$ cat src/hw/rtl/eti_pkg.sv
// Shared types and constants for the escape-time fractal iterator.
// No dependencies; every other file of the block imports this package.
package eti_pkg;

   localparam int FRAC_BITS   = 28;
   localparam int COUNT_BITS  = 16;
   localparam int COORD_BITS  = 32;
   localparam int PROD_BITS   = 2 * COORD_BITS;
   localparam int RATIO_BITS  = 17;
   localparam int QUEUE_DEPTH = 2;
   localparam int QPTR_BITS   = $clog2(QUEUE_DEPTH);
   localparam int QCNT_BITS   = $clog2(QUEUE_DEPTH + 1);
   localparam int DIV_STEPS   = RATIO_BITS;
   localparam int STEP_BITS   = $clog2(DIV_STEPS + 1);

   // |z|^2 threshold of 4 in Q(2*FRAC_BITS)
   localparam logic [PROD_BITS-1:0] FOUR_MAG = PROD_BITS'(4) << (2 * FRAC_BITS);
   localparam logic signed [PROD_BITS-1:0] SAT_MAX =
      PROD_BITS'((64'd1 << (FRAC_BITS + 3)) - 64'd1);
   localparam logic signed [PROD_BITS-1:0] SAT_MIN = -SAT_MAX - PROD_BITS'(1);

   localparam int ADDR_BITS = 4;
   localparam logic [1:0] REG_LIMIT     = 2'd0;
   localparam logic [1:0] REG_SWAP      = 2'd1;
   localparam logic [1:0] REG_DIVERGING = 2'd2;
   localparam logic [COUNT_BITS-1:0] LIMIT_RESET = COUNT_BITS'(256);

   typedef struct packed {
      logic signed [COORD_BITS-1:0] c_re;
      logic signed [COORD_BITS-1:0] c_im;
      logic signed [COORD_BITS-1:0] z_re;
      logic signed [COORD_BITS-1:0] z_im;
   } req_type;

   typedef struct packed {
      logic [COUNT_BITS-1:0] iteration_count;
      logic [RATIO_BITS-1:0] escape_ratio;
   } rsp_type;

   typedef struct packed {
      logic [COUNT_BITS-1:0] limit;
      logic                  swap;
      logic                  diverging;
   } cfg_type;

   typedef struct packed {
      logic                  start;
      logic [COUNT_BITS-1:0] count;
      logic [COUNT_BITS-1:0] limit;
   } div_in_type;

   typedef struct packed {
      logic                  done;
      logic [RATIO_BITS-1:0] ratio;
   } div_out_type;

   typedef enum logic [1:0] {
      BK_IDLE,
      BK_MUL,
      BK_TEST,
      BK_DIV
   } back_state_type;

endpackage

$ cat src/hw/rtl/eti_queue.sv
// Short queue of points between the front end and the iteration engine.
// Depends on eti_pkg.
module eti_queue import eti_pkg::*; (
   input  logic    clock,
   input  logic    reset,
   input  logic    push,
   input  req_type push_data,
   output logic    full,
   input  logic    pop,
   output logic    pop_valid,
   output req_type pop_data
);

   req_type               entry_ff [QUEUE_DEPTH];
   logic [QPTR_BITS-1:0]  wr_ptr_ff, wr_ptr_in;
   logic [QPTR_BITS-1:0]  rd_ptr_ff, rd_ptr_in;
   logic [QCNT_BITS-1:0]  fill_ff, fill_in;

   assign full      = (fill_ff == QCNT_BITS'(QUEUE_DEPTH));
   assign pop_valid = (fill_ff != '0);
   assign pop_data  = entry_ff[rd_ptr_ff];

   always_comb begin
      wr_ptr_in = wr_ptr_ff;
      rd_ptr_in = rd_ptr_ff;
      fill_in   = fill_ff;
      if (push) begin
         wr_ptr_in = (wr_ptr_ff == QPTR_BITS'(QUEUE_DEPTH - 1)) ? '0 :
                     wr_ptr_ff + QPTR_BITS'(1);
      end
      if (pop) begin
         rd_ptr_in = (rd_ptr_ff == QPTR_BITS'(QUEUE_DEPTH - 1)) ? '0 :
                     rd_ptr_ff + QPTR_BITS'(1);
      end
      if (push && !pop) begin
         fill_in = fill_ff + QCNT_BITS'(1);
      end else if (pop && !push) begin
         fill_in = fill_ff - QCNT_BITS'(1);
      end
   end

   always_ff @(posedge clock) begin
      if (reset) begin
         wr_ptr_ff <= '0;
         rd_ptr_ff <= '0;
         fill_ff   <= '0;
      end else begin
         wr_ptr_ff <= wr_ptr_in;
         rd_ptr_ff <= rd_ptr_in;
         fill_ff   <= fill_in;
      end
      if (push) begin
         entry_ff[wr_ptr_ff] <= push_data;
      end
   end

endmodule

$ cat config.mk
export PLATFORM = sky130hd
export DESIGN_NAME = eti_queue
export DESIGN_NICKNAME = d
export VERILOG_FILES = /design/src/hw/rtl/eti_pkg.sv /design/src/hw/rtl/eti_queue.sv
export SDC_FILE = /design/constraint.sdc
export NUM_CORES = 1
export LEC_CHECK = 0
export BUFFER_PORTS_ARGS = -buffer_cell sky130_fd_sc_hd__buf_2
export CAP_MARGIN = 5
export CORE_ASPECT_RATIO = 0.7
export CORE_MARGIN = 4
export CORE_UTILIZATION = 55
export CTS_CLUSTER_DIAMETER = 100
export DETAILED_ROUTE_END_ITERATION = 8
export GPL_TIMING_DRIVEN = 0
export PLACE_DENSITY = 0.83
export SLEW_MARGIN = 10
export SYNTH_ARGS = -nofsm -noshare
export SYNTH_HDL_FRONTEND = slang
export SYNTH_SLANG_ARGS = --single-unit
$ cat constraint.sdc
create_clock -name clock -period 14.3 [get_ports clock]
set_input_delay 0.715 -clock clock [delete_from_list [all_inputs] [get_ports clock]]
set_output_delay 0.715 -clock clock [all_outputs]
set_load 0.01 [all_outputs]
==> flow_results.org <==
** Status
- The flow ran to the end, and the final reports show no timing, DRC or antenna violations.

** Placement
- OpenSTA, run right after detailed placement, puts the worst setup slack at 11,830 ps.
- The congestion estimate from routability-driven global placement came to 0.7775.
- The count of buffers added on input and output ports is 261.
- The number of placed instances, taps included, is 912.
- Detailed placement finished with a half-perimeter wire length of 13,480 um.

** Critical path
- In this run the critical register-to-register path is captured at entry_ff[0][24].
- Crit-path most repeated cell :: buf_6
- Cell-by-cell listing of the critical path :: buf_6, buf_6, mux2_2, buf_2
- Data on the critical path arrives at its endpoint at 1770 ps.
- Count of cells along the worst register-to-register path :: 3
- The worst setup path is captured at an output pin.
- For the worst setup path, the data required time is 13,590 ps.
- Kind of start point of the critical path :: flip-flop
- In this design, the stage delay of the slowest critical-path cell is 370 ps.
- Type of the worst setup path :: reg -> out
- RR Startpoint :: wr_ptr_ff
- The worst register-to-register path has a setup slack of 12,370 ps.
- Slowest cell on the critical path :: mux2_2
- Of all nets on the critical path, the largest fanout is 10.

** Min path
- Hold/Removal Path Class :: in -> reg
- For hold timing, the worst endpoint is entry_ff[1][12].
- Counting instances, the worst hold path has a depth of 1.
- Min-Delay Startpoint :: push_data[12]

** STA
- Hold Slack :: 402.8 ps
- Slew Viols, Final :: 0
- Post-route worst setup slack :: 11,820 ps
- In the finished design, the share of the clock period the worst path needs comes to 0.1737.
- For the final routed database, the setup TNS stands at 0 ps.
- Shortest period the worst path allows :: 2484 ps
- Setup violations remaining at the end of the flow were counted as 0.
- Final Skew :: 6.660 ps
- Hold Fails Final Rpt :: 0
- The worst pin sits at a relative slew slack of 0.3702.
- Worst slew pin tran :: 942.8 ps
- Static timing analysis puts the maximum clock frequency at 0.4026 GHz.
- Setup repair after global routing left no endpoint under its margin.

** Yosys
- Top cell type's share of synthesized area :: 0.8091
- Synth top area cells :: edfxtp_1 81%, mux2_2 15%, buf_6 1.4%, dfxtp_1 1.1%, clkbuf_8 0.29%
- For this run, asynchronously set or reset flops after synthesis account for 0.
- The number of nets in the synthesized netlist is 553.
- During synthesis, Yosys emitted a total of 0 warnings.
- Most area-hungry cell type in the Yosys netlist :: edfxtp_1
- Flip-flop cell with the highest count after synthesis :: edfxtp_1
- Number of enable flip-flop cells after synthesis :: 256
- In this run, synthesis produced a sequential element count of 261.
- Syn Std Cell Area :: 9502 um2
- A synthesized cell averages 22.62 um2.
- Sequential-to-total area share from yosys stat :: 0.8196
- Count of distinct cell types in the synthesized netlist :: 17
- Synthesized instance count :: 420

** Floorplanning
- In this run the standard cell core region covers 16,640 um2.
- In this run the vertical extent of the chip is 118.0 um.
- Count of pins on the block boundary :: 262
- Initial Utilization :: 0.5710
- The die covers 19,480 um2.
- Measured along the x axis, the die boundary spans 165.1 um.
- Std cell rows :: 39

** Clocking
- Counting the buffers created by CTS gives 24.
- In this run, post-CTS hold repair placed 0 buffers.
- Max Root-Sink Buffers :: 3
- Reg clk slew, reported paths :: 60 ps
- TritonCTS clock tree :: built
- Post-CTS sizing :: 0
- The tree is rooted in a clkbuf_16.
- Clk sinks :: 261
- H-tree depth :: 1
- Post-CTS Setup Bufs :: 0
- Clock latency on the worst-skew pair :: 500 ps

** Final layout
- For this run, the number of standard cells in the final layout without fillers is 958.
- Of the cells placed in the final design, the portion with a size suffix greater than 1 is 0.6082.
- From synthesis to final layout, the design area changed by 26.49%.
- At the end of the flow, the number of nets in the layout was 846.
- Filler instances :: 995

** Route
- Dividing the detail-routed wire length by the instance count gives 19.91 um.
- First-pass DRT Iterations :: 4
- For this block, the routed nets add up to 19,080 um of wire.
- Routed vias/inst :: 5.116
- Routed via count :: 4,901
- The first routing iteration left 306 violations.
- Once detail routing completed, the nets flagged for antenna violations numbered 0.
- For this run, design rule violations remaining after detail routing come to 0.

** GRT
- The via count of the first global-routing pass came to 5,196.
- Maximum number of pins on one net before global-route repair :: 65
- The initial antenna violation count is 5.
- The first global-routing pass estimated 28,150 um of wire.
- Global routing finished with a remaining overflow of 0.
- GRT Total Usage :: 0.1865

** Pwr
- P per Cell Area :: 142.7 nW/um2
- Summed over all cells, the static leakage comes to 4.532 nW.
- Total power :: 1.715 mW
- Worst ir drop on vdd :: 0.0001147 V

** Flow run
- Number of max-capacitance violations reported :: 0
-- power breakdown --
group          switching [mW]  leakage, nW  internal (mW)  total [mW]
logic                   0.104         1.72         0.0955       0.199
registers              0.0114         2.44          0.893       0.904
clock network           0.249        0.366          0.363       0.612
total                   0.364         4.53           1.35        1.71
-- cell families after synthesis --
group | after synthesis | synth area share
and+or+nand+nor | 9 | 0.005137
muxes | 128 | 0.1517
DFF | 261 | 0.8196
AOI/OAI and AO/OA | 2 | 0.001052
adders and majority gates | 1 | 0.001317
buffers and inverters | 15 | 0.01751
xor gates and xnor gates | 4 | 0.003688
-- cells in the final DEF (no fill, tap or decap), drive strengths merged, types with 2 or more instances in the layout --
cell / instances
xor2: 2
diode: 3
clkinv: 4
bufinv: 2
nor2: 4
buf: 279
clkbuf: 38
edfxtp: 256
dfxtp: 5
mux2: 128
xnor2: 2
-- worst max-delay path, delay by kind of cell (launching register included) --
kind	cells	cell delay, ps
buf+inv	3	550
mux	1	370
flops	1	350
-- worst max-delay path by stage --
stage,end,slack (ps)
floorplan,entry_ff[0][0],7400
global placement,entry_ff[0][47],4890
detailed placement,entry_ff[0][47],11830
CTS,pop_data[2],11770
global route,pop_data[2],11740
finish,pop_data[30],11820
-- synth_stat cells, types with 2 or more instances --
master,n
xnor2_1,2
dfxtp_1,5
clkbuf_8,2
edfxtp_1,256
buf_6,12
mux2_2,128
xor2_1,2
nor2_1,4
-- routing by layer --
metal  GRT usage  vias up  wire (um)
li1            -     2258          -
met5           0        -         30
met2      0.3229      207       9587
met4     0.03688        6        269
met1      0.2207     2401       7035
met3     0.07525       29       2154
-- final cells by class --
cell class	count	area, um2	area share
Tap cell	225	281.5	0.02342
Multi-Input combinational cell	144	1558	0.1296
Timing Repair Buffer	267	1456	0.1212
Inverter	1	3.754	0.0003123
Clock buffer	36	676.9	0.05632
Antenna cell	3	7.507	0.0006246
Clock inverter	7	85.08	0.007079
Sequential cell	261	7787	0.6479
Buffer	14	162.7	0.01353
-- per-stage QoR --
stage	util	area, um2
6_report	0.7223	12020
5_1_grt	0.7222	12020
4_1_cts	0.7219	12010
3_5_place_dp	0.6761	11250
3_3_place_gp	0.6664	11090
2_1_floorplan	-	9502
-- registers in the layout, indices dropped and copies added, names as in the netlist, named ones only --
name and count:
fill_ff 2, entry_ff 256, rd_ptr_ff 1, wr_ptr_ff 1
Note: power is estimated with default switching activity, not from simulation.
