===== src/hw/rtl/eti_pkg.sv =====
// Shared types and constants for the escape-time fractal iterator.
// No dependencies; every other file of the block imports this package.
package eti_pkg;

   localparam int FRAC_BITS   = 28;
   localparam int COUNT_BITS  = 16;
   localparam int COORD_BITS  = 32;
   localparam int PROD_BITS   = 2 * COORD_BITS;
   localparam int RATIO_BITS  = 17;
   localparam int QUEUE_DEPTH = 2;
   localparam int QPTR_BITS   = $clog2(QUEUE_DEPTH);
   localparam int QCNT_BITS   = $clog2(QUEUE_DEPTH + 1);
   localparam int DIV_STEPS   = RATIO_BITS;
   localparam int STEP_BITS   = $clog2(DIV_STEPS + 1);

   // |z|^2 threshold of 4 in Q(2*FRAC_BITS)
   localparam logic [PROD_BITS-1:0] FOUR_MAG = PROD_BITS'(4) << (2 * FRAC_BITS);
   localparam logic signed [PROD_BITS-1:0] SAT_MAX =
      PROD_BITS'((64'd1 << (FRAC_BITS + 3)) - 64'd1);
   localparam logic signed [PROD_BITS-1:0] SAT_MIN = -SAT_MAX - PROD_BITS'(1);

   localparam int ADDR_BITS = 4;
   localparam logic [1:0] REG_LIMIT     = 2'd0;
   localparam logic [1:0] REG_SWAP      = 2'd1;
   localparam logic [1:0] REG_DIVERGING = 2'd2;
   localparam logic [COUNT_BITS-1:0] LIMIT_RESET = COUNT_BITS'(256);

   typedef struct packed {
      logic signed [COORD_BITS-1:0] c_re;
      logic signed [COORD_BITS-1:0] c_im;
      logic signed [COORD_BITS-1:0] z_re;
      logic signed [COORD_BITS-1:0] z_im;
   } req_type;

   typedef struct packed {
      logic [COUNT_BITS-1:0] iteration_count;
      logic [RATIO_BITS-1:0] escape_ratio;
   } rsp_type;

   typedef struct packed {
      logic [COUNT_BITS-1:0] limit;
      logic                  swap;
      logic                  diverging;
   } cfg_type;

   typedef struct packed {
      logic                  start;
      logic [COUNT_BITS-1:0] count;
      logic [COUNT_BITS-1:0] limit;
   } div_in_type;

   typedef struct packed {
      logic                  done;
      logic [RATIO_BITS-1:0] ratio;
   } div_out_type;

   typedef enum logic [1:0] {
      BK_IDLE,
      BK_MUL,
      BK_TEST,
      BK_DIV
   } back_state_type;

endpackage


===== src/hw/rtl/eti_front.sv =====
// Front end: takes items from the request channel, applies the c/z swap
// and hands them to the point queue. Depends on eti_pkg.
module eti_front import eti_pkg::*; (
   input  logic    clock,
   input  logic    reset,
   input  logic    req_valid,
   output logic    req_stall,
   input  req_type req_data,
   input  cfg_type cfg,
   input  logic    queue_full,
   output logic    push,
   output req_type push_data
);

   logic    valid_ff, valid_in;
   req_type point_ff, point_in;
   logic    accept;

   assign push      = valid_ff && !queue_full;
   assign push_data = point_ff;
   assign req_stall = valid_ff && queue_full;
   assign accept    = req_valid && !req_stall;

   always_comb begin
      valid_in = valid_ff;
      point_in = point_ff;
      if (push) begin
         valid_in = 1'b0;
      end
      if (accept) begin
         valid_in = 1'b1;
         point_in = req_data;
         // Julia plotting: exchange c and z
         if (cfg.swap) begin
            point_in.c_re = req_data.z_re;
            point_in.c_im = req_data.z_im;
            point_in.z_re = req_data.c_re;
            point_in.z_im = req_data.c_im;
         end
      end
   end

   always_ff @(posedge clock) begin
      if (reset) begin
         valid_ff <= 1'b0;
      end else begin
         valid_ff <= valid_in;
      end
      point_ff <= point_in;
   end

endmodule


===== config.mk =====
export PLATFORM = sky130hd
export DESIGN_NAME = eti_front
export DESIGN_NICKNAME = d
export VERILOG_FILES = /design/src/hw/rtl/eti_pkg.sv /design/src/hw/rtl/eti_front.sv
export SDC_FILE = /design/constraint.sdc
export NUM_CORES = 1
export LEC_CHECK = 0
export ABC_AREA = 1
export ABC_CLOCK_PERIOD_IN_PS = 7350
export BUFFER_PORTS_ARGS = -buffer_cell sky130_fd_sc_hd__buf_2
export CORE_MARGIN = 5
export CORE_UTILIZATION = 45
export CTS_BUF_LIST = sky130_fd_sc_hd__clkbuf_16
export DETAILED_ROUTE_END_ITERATION = 6
export GPL_TIMING_DRIVEN = 1
export PLACE_DENSITY = 0.9
export SYNTH_ARGS = -nofsm -noshare
export SYNTH_HDL_FRONTEND = slang
export SYNTH_SLANG_ARGS = --single-unit

===== constraint.sdc =====
create_clock -name clock -period 7.35 [get_ports clock]
set_input_delay 0 -clock clock [delete_from_list [all_inputs] [get_ports clock]]
set_output_delay 0 -clock clock [all_outputs]
set_load 0.005 [all_outputs]

==> results of run 1 <==
[kinds of logic after synthesis]
family / Yosys count
DFF: 129
buffers and inverters: 95
AOI/OAI and AO/OA: 129
and+or+nand+nor: 131
[per-stage QoR]
step / cell area, um^2 / setup WS, ns / hold WS (ns) / cells
floorplan: 5410 / 0.966 / 0.0311 / 484
global placement: 6780 / 5.03 / 0.159 / 868
detailed placement: 6780 / 5.01 / 0.160 / 868
==> impl_metrics.csv, run 1 <==
group,metric,value,unit
floorplanning,start_util,45.4,%
cts,clock_sinks,129,
run_status,stop_stage,"4_1_cts",
synthesis,async_flop_share,0,%
synthesis,synth_area_leaders,"edfxtp_1, a21oi_1, o21ai_0",
cts,numCtsBuffers,17,
synthesis,synth-edff-count,128,
synthesis,postSynthAreaPerCell,11.2,um^2
synthesis,syn_area,0.00541,mm^2
synthesis,synth_simple_gate_area_share,9.09,%
synthesis,yosys.area.top_type,"edfxtp_1",
synthesis,yosysMostFrequentCell,"edfxtp_1",
cts,ctsRootBufferMaster,"clkbuf_16",
floorplanning,io_pins,280,
placement,hpwl,9560,um
floorplanning,die_h,120,um
cts,clk_path_buf_depth,2,
synthesis,ys_types,10,
cts,ctsHoldBuffers,180,
floorplanning,rows,40,
placement,io_buffers,262,
synthesis,ys_ff_latch,129,
synthesis,synth-compound-area-share,11.9,%
cts,cts_resized,0,
synthesis,yosysSeqAreaShare,71.4,%
synthesis,yosysTopAreaCellShare,71.1,%
synthesis,synth_xor_xnor_area_share,0,%
floorplanning,die_w,120,um
cts,cts_setup_buffers,0,
synthesis,yosys.area_share.adder,0,%
synthesis,syn_nets,634,
synthesis,synth_mux_area_share,0,%
run_status,stop_error,"[ERROR RSZ-0060] Max buffer count reached.",
synthesis,ys_warn_count,0,
cts,htree_num_levels,4,
synthesis,ys.flop_type,"edfxtp_1",
synthesis,synth_common_cells,"edfxtp_1, inv_1, nor2_1",
placement,place_congestion,0.825,
synthesis,synth_cells,484,
run_status,status,"stopped before the end",
synthesis,synth_top_family_by_area,"compound AO/OA/AOI/OAI gates",
==> run 2, diff against run 1 <==
CORE_UTILIZATION = 32   (was 45)
CTS_BUF_LIST = not set   (was sky130_fd_sc_hd__clkbuf_16)
PLACE_DENSITY = not set   (was 0.9)
PLACE_DENSITY_LB_ADDON = 0.15   (was not set)
==> run 2 against run 1 <==
  * The flow now finishes without violations
  * Synthesized cell count unchanged
  * Synthesized area unchanged
==> impl_metrics.csv, run 2 <==
group,metric,value,unit
timing,maxSlewHeadroom,25.6,%
critical_path,start_kind,"input pin",
cts,cts_resized,0,
synthesis,synth_area_leaders,"edfxtp_1, a21oi_1, o21ai_0",
drt,drt_wl_total,15500,um
cts,cts_tree,"done",
floorplanning,core,0.0166,mm^2
cts,clkTransAtPathRegs,0.06,ns
cts,numCtsBuffers,17,
cts,clk_path_buf_depth,2,
cts,clk_latency,0.40,ns
final_layout,drive_gt1_share,31.4,%
synthesis,ys.flop_type,"edfxtp_1",
timing,finClkSkew,0.00749,ns
final_layout,fin_nets,1082,
cts,clock_sinks,129,
timing,rsz0062_at_grt,"false",
timing,min_period,2.32,ns
synthesis,synth_common_cells,"edfxtp_1, inv_1, nor2_1",
critical_path,worstSetupPathType,"in2reg",
floorplanning,start_util,32.6,%
power_and_ir_drop,p_leak,0.00422,uW
drt,drcViolationCount,0,
floorplanning,dieArea,0.0196,mm^2
final_layout,final_cells,1166,
cts,htree_num_levels,4,
placement,place_inst,941,
synthesis,synth_xor_xnor_area_share,0,%
critical_path,end_kind,"flip-flop",
cts,ctsRootBufferMaster,"clkbuf_16",
synthesis,synth_mux_area_share,0,%
global_routing,grt_use_total,15.6,%
timing,finalSetupViolCount,0,
final_layout,largest_reg_flops,128,
synthesis,synth-compound-area-share,11.9,%
synthesis,syn_area,0.00541,mm^2
drt,vias,5048,
global_routing,grt_pass1_wl,24500,um
timing,hold_viol,0,
floorplanning,die_w,140,um
global_routing,antenna_found_initial,0,
synthesis,synth-edff-count,128,
final_layout,seqCellArea,0.00386,mm^2
drt,postRouteAntennaNets,0,
flow_run,timing.max_cap.violations,0,
power_and_ir_drop,ir_drop,0.150,mV
synthesis,yosysTopAreaCellShare,71.1,%
synthesis,ys_ff_latch,129,
critical_path,timing.rr.start,"valid_ff",
synthesis,ys_types,10,
drt,initialDrtViolationCount,250,
final_layout,nFillCells,1428,
placement,place_congestion,0.725,
drt,dr.pass1.iters,4,
critical_path,crit_path_start,"cfg[1]",
drt,post_drt_via_cell_ratio,4.33,
critical_path,cp_data_arrival_time,2.47,ns
floorplanning,die_h,140,um
global_routing,first_global_vias,5139,
floorplanning,rows,47,
synthesis,yosysMostFrequentCell,"edfxtp_1",
critical_path,cp_max_fo,136,
synthesis,yosys.area.top_type,"edfxtp_1",
global_routing,grt_overflow,0,
timing,setup_tns,0,ns
synthesis,postSynthAreaPerCell,11.2,um^2
final_layout,multi_input_area,0.00114,mm^2
power_and_ir_drop,power_density,218,mW/mm^2
timing,finalCritPeriodShare,31.6,%
floorplanning,io_pins,280,
placement,io_buffers,262,
timing,slew_violations,0,
synthesis,ys_warn_count,0,
global_routing,grt_max_degree,137,
critical_path,cp.required,7.50,ns
final_layout,syn_to_final_growth,74.1,%
final_layout,layout_commonest_cell,"buf_2",
synthesis,synth_cells,484,
timing,tightest_slew,1.12,ns
placement,hpwl,9860,um
timing,fmax,431,MHz
synthesis,synth_top_family_by_area,"compound AO/OA/AOI/OAI gates",
synthesis,yosys.area_share.adder,0,%
synthesis,synth_simple_gate_area_share,9.09,%
synthesis,syn_nets,634,
run_status,status,"completed",
drt,wire_per_inst,13.3,um
final_layout,final_cell_mix,"buf_2, dlygate4sd3_1, edfxtp_1",
synthesis,async_flop_share,0,%
synthesis,yosysSeqAreaShare,71.4,%
min_path,hp-start,"req_data[1]",
min_path,holdCritPathClass,"in2reg",
==> run 2: critical path, stage by stage <==
cell	delay [ns]
buf_6	0.52
buf_4	0.96
o21ai_0	0.24
dlygate4sd3_1	0.62
==> run 2: routing by layer <==
layer	vias to the layer above	routed length (um)	GRT usage, %	share of wire, %
li1	2539	-	-	-
met1	2318	5850	16.5	38
met2	165	8340	28.3	54
met3	26	965	4.94	6.2
met4	0	388	7.14	2.5
met5	-	0	0	0
==> run 2: final timing paths <==
check | end | slack [ns] | cells past startpoint
worst min-delay path | push_data[1] | 0.02 | 3
worst min register to register | valid_ff | 1.03 | 3
worst max-delay path | push_data[8] | 5.03 | 4
worst max register to register | push_data[32] | 5.64 | 4
==> run 2: repair_timing <==
action | CTS | global route
hold endpoints to repair | 129 | 0
hold buffers | 192 | 0
buffers inserted | 0 | 0
==> run 2: final cells by class <==
class                      count  area share (%)
clock buffer                  18            4.56
multi-input combinational    260            12.2
timing repair buffer         457            34.6
sequential                   129            41.0
tap                          220            2.92
antenna                        1          0.0266
inverter                      67            2.67
clock inverter                14            2.02
==> run 2: power by group <==
group	switching [uW]	internal [uW]	leakage [uW]	total, uW
Clock	313	567	0.000300	880
Sequential	11.5	875	0.00124	887
Combinational	126	158	0.00268	285
Total	451	1600	0.00422	2050
==> run 2: through the flow <==
step	total power, uW	instance area [um^2]	setup WS, ns	hold WS (ns)	util, %
finish	2050	9420	5.03	0.0232	56.8
global route	2150	9420	4.81	0.0155	56.8
CTS	2080	9420	5.13	0.00734	56.8
detailed placement	1090	6880	5.16	0.168	41.5
global placement	1090	6880	5.29	0.155	41.5
floorplan	995	5410	0.966	0.0311	-
==> run 2: kinds of logic after synthesis <==
| logic type | after synthesis |
|---|---|
| buf+inv | 95 |
| flops | 129 |
| compound gates | 129 |
| simple gates | 131 |
Power figures use the tool's default switching activity.
==> run 3, diff against run 2 <==
ABC_CLOCK_PERIOD_IN_PS = 2100   (was 7350)
clock period = 2.1 ns   (was 7.35 ns; I/O delays follow)
==> run 3 against run 2 <==
  * Power rose to 3.4 times the previous value
  * Non-clock buffer count rose by 12
  * Die area did not move
  * Sequential power rose to 3.5 times the previous value
  * Wire length rose by 2.4%
  * Design area rose by 1.4%
  * First-iteration DRC count fell by 24%
  * Sequential share of layout area fell by 0.54 points
  * Highest routed layer unchanged
==> impl_metrics.csv, run 3 (synthesis gave the netlist of run 2 again) <==
group,metric,value,unit
floorplanning,start_util,32.6,%
drt,drt_wl_total,15900,um
power_and_ir_drop,ir_drop,0.530,mV
cts,clock_sinks,129,
drt,drcViolationCount,0,
power_and_ir_drop,power.switching,1510,uW
final_layout,fin_nets,1094,
cts,cts_tree,"done",
power_and_ir_drop,switching_share,21.6,%
final_layout,fin_area,0.00955,mm^2
timing,holdWs,0.122,ns
final_layout,syn_to_final_growth,76.5,%
final_layout,nFillCells,1404,
drt,met3_wirelength,1250,um
power_and_ir_drop,p_clk_share,40.6,%
global_routing,antenna_found_initial,0,
timing,finClkSkew,0.00820,ns
placement,io_buffers,262,
global_routing,grt_overflow,0,
final_layout,layout_commonest_cell,"buf_2",
critical_path,rrSetupSlack,0.62,ns
timing,slew_violations,0,
floorplanning,dieArea,0.0196,mm^2
drt,postRouteAntennaNets,0,
power_and_ir_drop,p_int,5480,uW
critical_path,cp_data_arrival_time,1.59,ns
flow_run,timing.max_cap.violations,0,
floorplanning,io_pins,280,
placement,hpwl,10600,um
critical_path,crit_path_start,"valid_ff",
cts,numCtsBuffers,17,
floorplanning,die_w,140,um
cts,htree_num_levels,4,
critical_path,worstSetupPathType,"reg2reg",
drt,wire_per_inst,13.6,um
global_routing,grt_pass1_wl,25300,um
run_status,status,"completed",
drt,initialDrtViolationCount,189,
critical_path,cp_max_fo,28,
global_routing,grt_max_degree,71,
floorplanning,core,0.0166,mm^2
timing,maxSlewHeadroom,62.4,%
critical_path,endpoint,"push_data[42]",
cts,clkTransAtPathRegs,0.05,ns
cts,ctsRootBufferMaster,"clkbuf_16",
cts,clk_path_buf_depth,2,
drt,wl_met2,8360,um
critical_path,reg2regPathDepth,4,
timing,hold_viol,0,
timing,min_period,1.48,ns
final_layout,largest_reg_flops,128,
final_layout,final_cell_mix,"buf_2, dlygate4sd3_1, edfxtp_1",
placement,place_inst,952,
power_and_ir_drop,power_density,732,mW/mm^2
min_path,holdCritPathClass,"in2reg",
critical_path,timing.rr.start,"valid_ff",
final_layout,drive_gt1_share,31.9,%
floorplanning,die_h,140,um
drt,post_drt_via_cell_ratio,4.33,
power_and_ir_drop,seqPwrFrac,44.4,%
power_and_ir_drop,comb_power_share,15.0,%
drt,dr.pass1.iters,5,
timing,tightest_slew,0.563,ns
global_routing,grt_use_total,16.3,%
critical_path,end_kind,"flip-flop",
cts,clk_latency,0.41,ns
critical_path,reg2reg_to,"push_data[42]",
timing,fmax,674,MHz
drt,maxUsedRoutingLayer,"met4",
final_layout,num_antenna_cells,0,
floorplanning,rows,47,
drt,vias,5076,
placement,place_area,0.00706,mm^2
global_routing,first_global_vias,5246,
critical_path,cp.required,2.21,ns
critical_path,start_kind,"flip-flop",
power_and_ir_drop,p_leak,0.00428,uW
placement,place_congestion,0.760,
final_layout,final_cells,1173,
cts,cts_setup_buffers,0,
drt,wl_met1,5740,um
timing,rsz0062_at_grt,"false",
timing,finalSetupViolCount,0,
timing,finalCritPeriodShare,70.6,%
-- run 3: area by class of cell --
class / count / area, um^2 / area share (%)
sequential: 129 / 3860 / 40.5
timing repair buffer: 469 / 3450 / 36.2
multi-input combinational: 260 / 1150 / 12.0
clock buffer: 20 / 437 / 4.57
tap: 220 / 275 / 2.88
inverter: 67 / 251 / 2.63
clock inverter: 8 / 116 / 1.22
-- run 3: stage by stage --
stage	power, uW	setup TNS (ns)	utilization [%]	setup WS [ns]
finish	6990	0	57.6	0.617
global route	7320	0	57.6	0.531
CTS	7070	0	57.6	0.550
detailed placement	3880	0	42.6	0.562
global placement	3860	0	42.6	0.560
floorplan	3470	-81.19	-	-0.634
-- run 3: repair_timing --
item | in CTS | in global routing
hold buffers | 193 | 0
hold endpoints to repair | 129 | 0
resized for setup | 0 | 0
-- run 3: worst max-delay path: stages, from the launching register on --
cell     delay [ns]
dfxtp_2        0.32
nand2_2        0.07
inv_2          0.05
nor2_4         0.45
buf_12         0.26
-- run 3: per-layer routing --
metal / track usage, % / vias to the layer above
met2: 28.9 / 186
met3: 6.48 / 40
li1: - / 2554
met4: 7.85 / 0
met1: 16.7 / 2296
met5: 0 / -
-- run 3: power by group through the flow --
stage	clock network, uW	logic, uW	registers [uW]
after global placement	0	705	3150
final	2840	1050	3110
after floorplan	0	274	3190
after detailed placement	0	727	3160
after CTS	2920	1050	3100
after global routing	3040	1160	3120
-- run 3: how the worst min path moves through the flow --
stage	depth (start not counted)	slack [ns]	endpoint	start
floorplan	1	0.03	push	queue_full
global placement	2	0.15	valid_ff	reset
detailed placement	2	0.16	valid_ff	reset
CTS	2	0.1	push_data[107]	cfg[1]
global route	2	0.13	push_data[104]	cfg[1]
finish	2	0.12	push_data[107]	cfg[1]
==> run 4, diff against run 3 <==
ABC_AREA = 0   (was 1)
ABC_CLOCK_PERIOD_IN_PS = 1300   (was 2100)
clock period = 1.3 ns   (was 2.1 ns; I/O delays follow)
==> run 4 against run 3 <==
  * The flow now stops in 4_1_cts
  * Synthesized cell count is 43% lower
  * Synthesized area grew 1.9%
==> impl_metrics.csv, run 4 <==
group,metric,value,unit
run_status,status,"stopped before the end",
run_status,stop_stage,"4_1_cts",
run_status,stop_error,"[ERROR RSZ-0060] Max buffer count reached.",
synthesis,synth-compound-area-share,0.0908,%
synthesis,syn_area,0.00551,mm^2
synthesis,yosysSeqAreaShare,70.1,%
cts,ctsHoldBuffers,160,
synthesis,synth_mux_area_share,26.2,%
synthesis,yosysTopAreaCellShare,69.8,%
floorplanning,die_h,141,um
synthesis,synth-edff-count,128,
cts,ctsRootBufferMaster,"clkbuf_16",
cts,cts_resized,0,
floorplanning,io_pins,280,
floorplanning,start_util,32.2,%
synthesis,synth_xor_xnor_area_share,0,%
placement,io_buffers,262,
synthesis,synth_simple_gate_area_share,0.409,%
synthesis,postSynthAreaPerCell,20.0,um^2
synthesis,async_flop_share,0,%
synthesis,synth_top_family_by_area,"multiplexers",
placement,hpwl,10000,um
synthesis,synth_cells,276,
synthesis,ys_types,9,
synthesis,ys.flop_type,"edfxtp_1",
synthesis,synth_area_leaders,"edfxtp_1, mux2_2, clkbuf_8",
synthesis,ys_ff_latch,129,
synthesis,yosys.area.top_type,"edfxtp_1",
synthesis,syn_nets,426,
cts,clock_sinks,129,
cts,clk_path_buf_depth,2,
cts,htree_num_levels,4,
synthesis,synth_common_cells,"edfxtp_1, mux2_2, clkbuf_8",
synthesis,yosys.area_share.adder,0,%
placement,place_inst,767,
cts,cts_setup_buffers,0,
placement,place_congestion,0.740,
synthesis,ys_warn_count,0,
floorplanning,die_w,141,um
cts,numCtsBuffers,17,
floorplanning,rows,48,
==> run 4: changes by cell type after synthesis, moves of 8 or more <==
cell / previous run / this run
nor2_1: 66 / 1
mux2_2: 0 / 128
o21ai_0: 64 / 0
clkbuf_8: 0 / 8
a21oi_1: 65 / 1
inv_1: 67 / 0
buf_2: 20 / 0
nand2_1: 65 / 0
==> run 4: through the flow <==
stage | worst slack (ns) | hold slack [ns] | area [um^2] | util, % | setup TNS, ns
detailed placement | 0.0309 | 0.166 | 7190 | 42.0 | 0
global placement | 0.0431 | 0.161 | 7190 | 42.0 | 0
floorplan | -1.46 | 0.0302 | 5520 | - | -187.14
==> run 4: cells by family after synthesis <==
family                 after synthesis
buffers and inverters               14
AOI/OAI and AO/OA                    1
DFF                                129
muxes                              128
and+or+nand+nor                      4
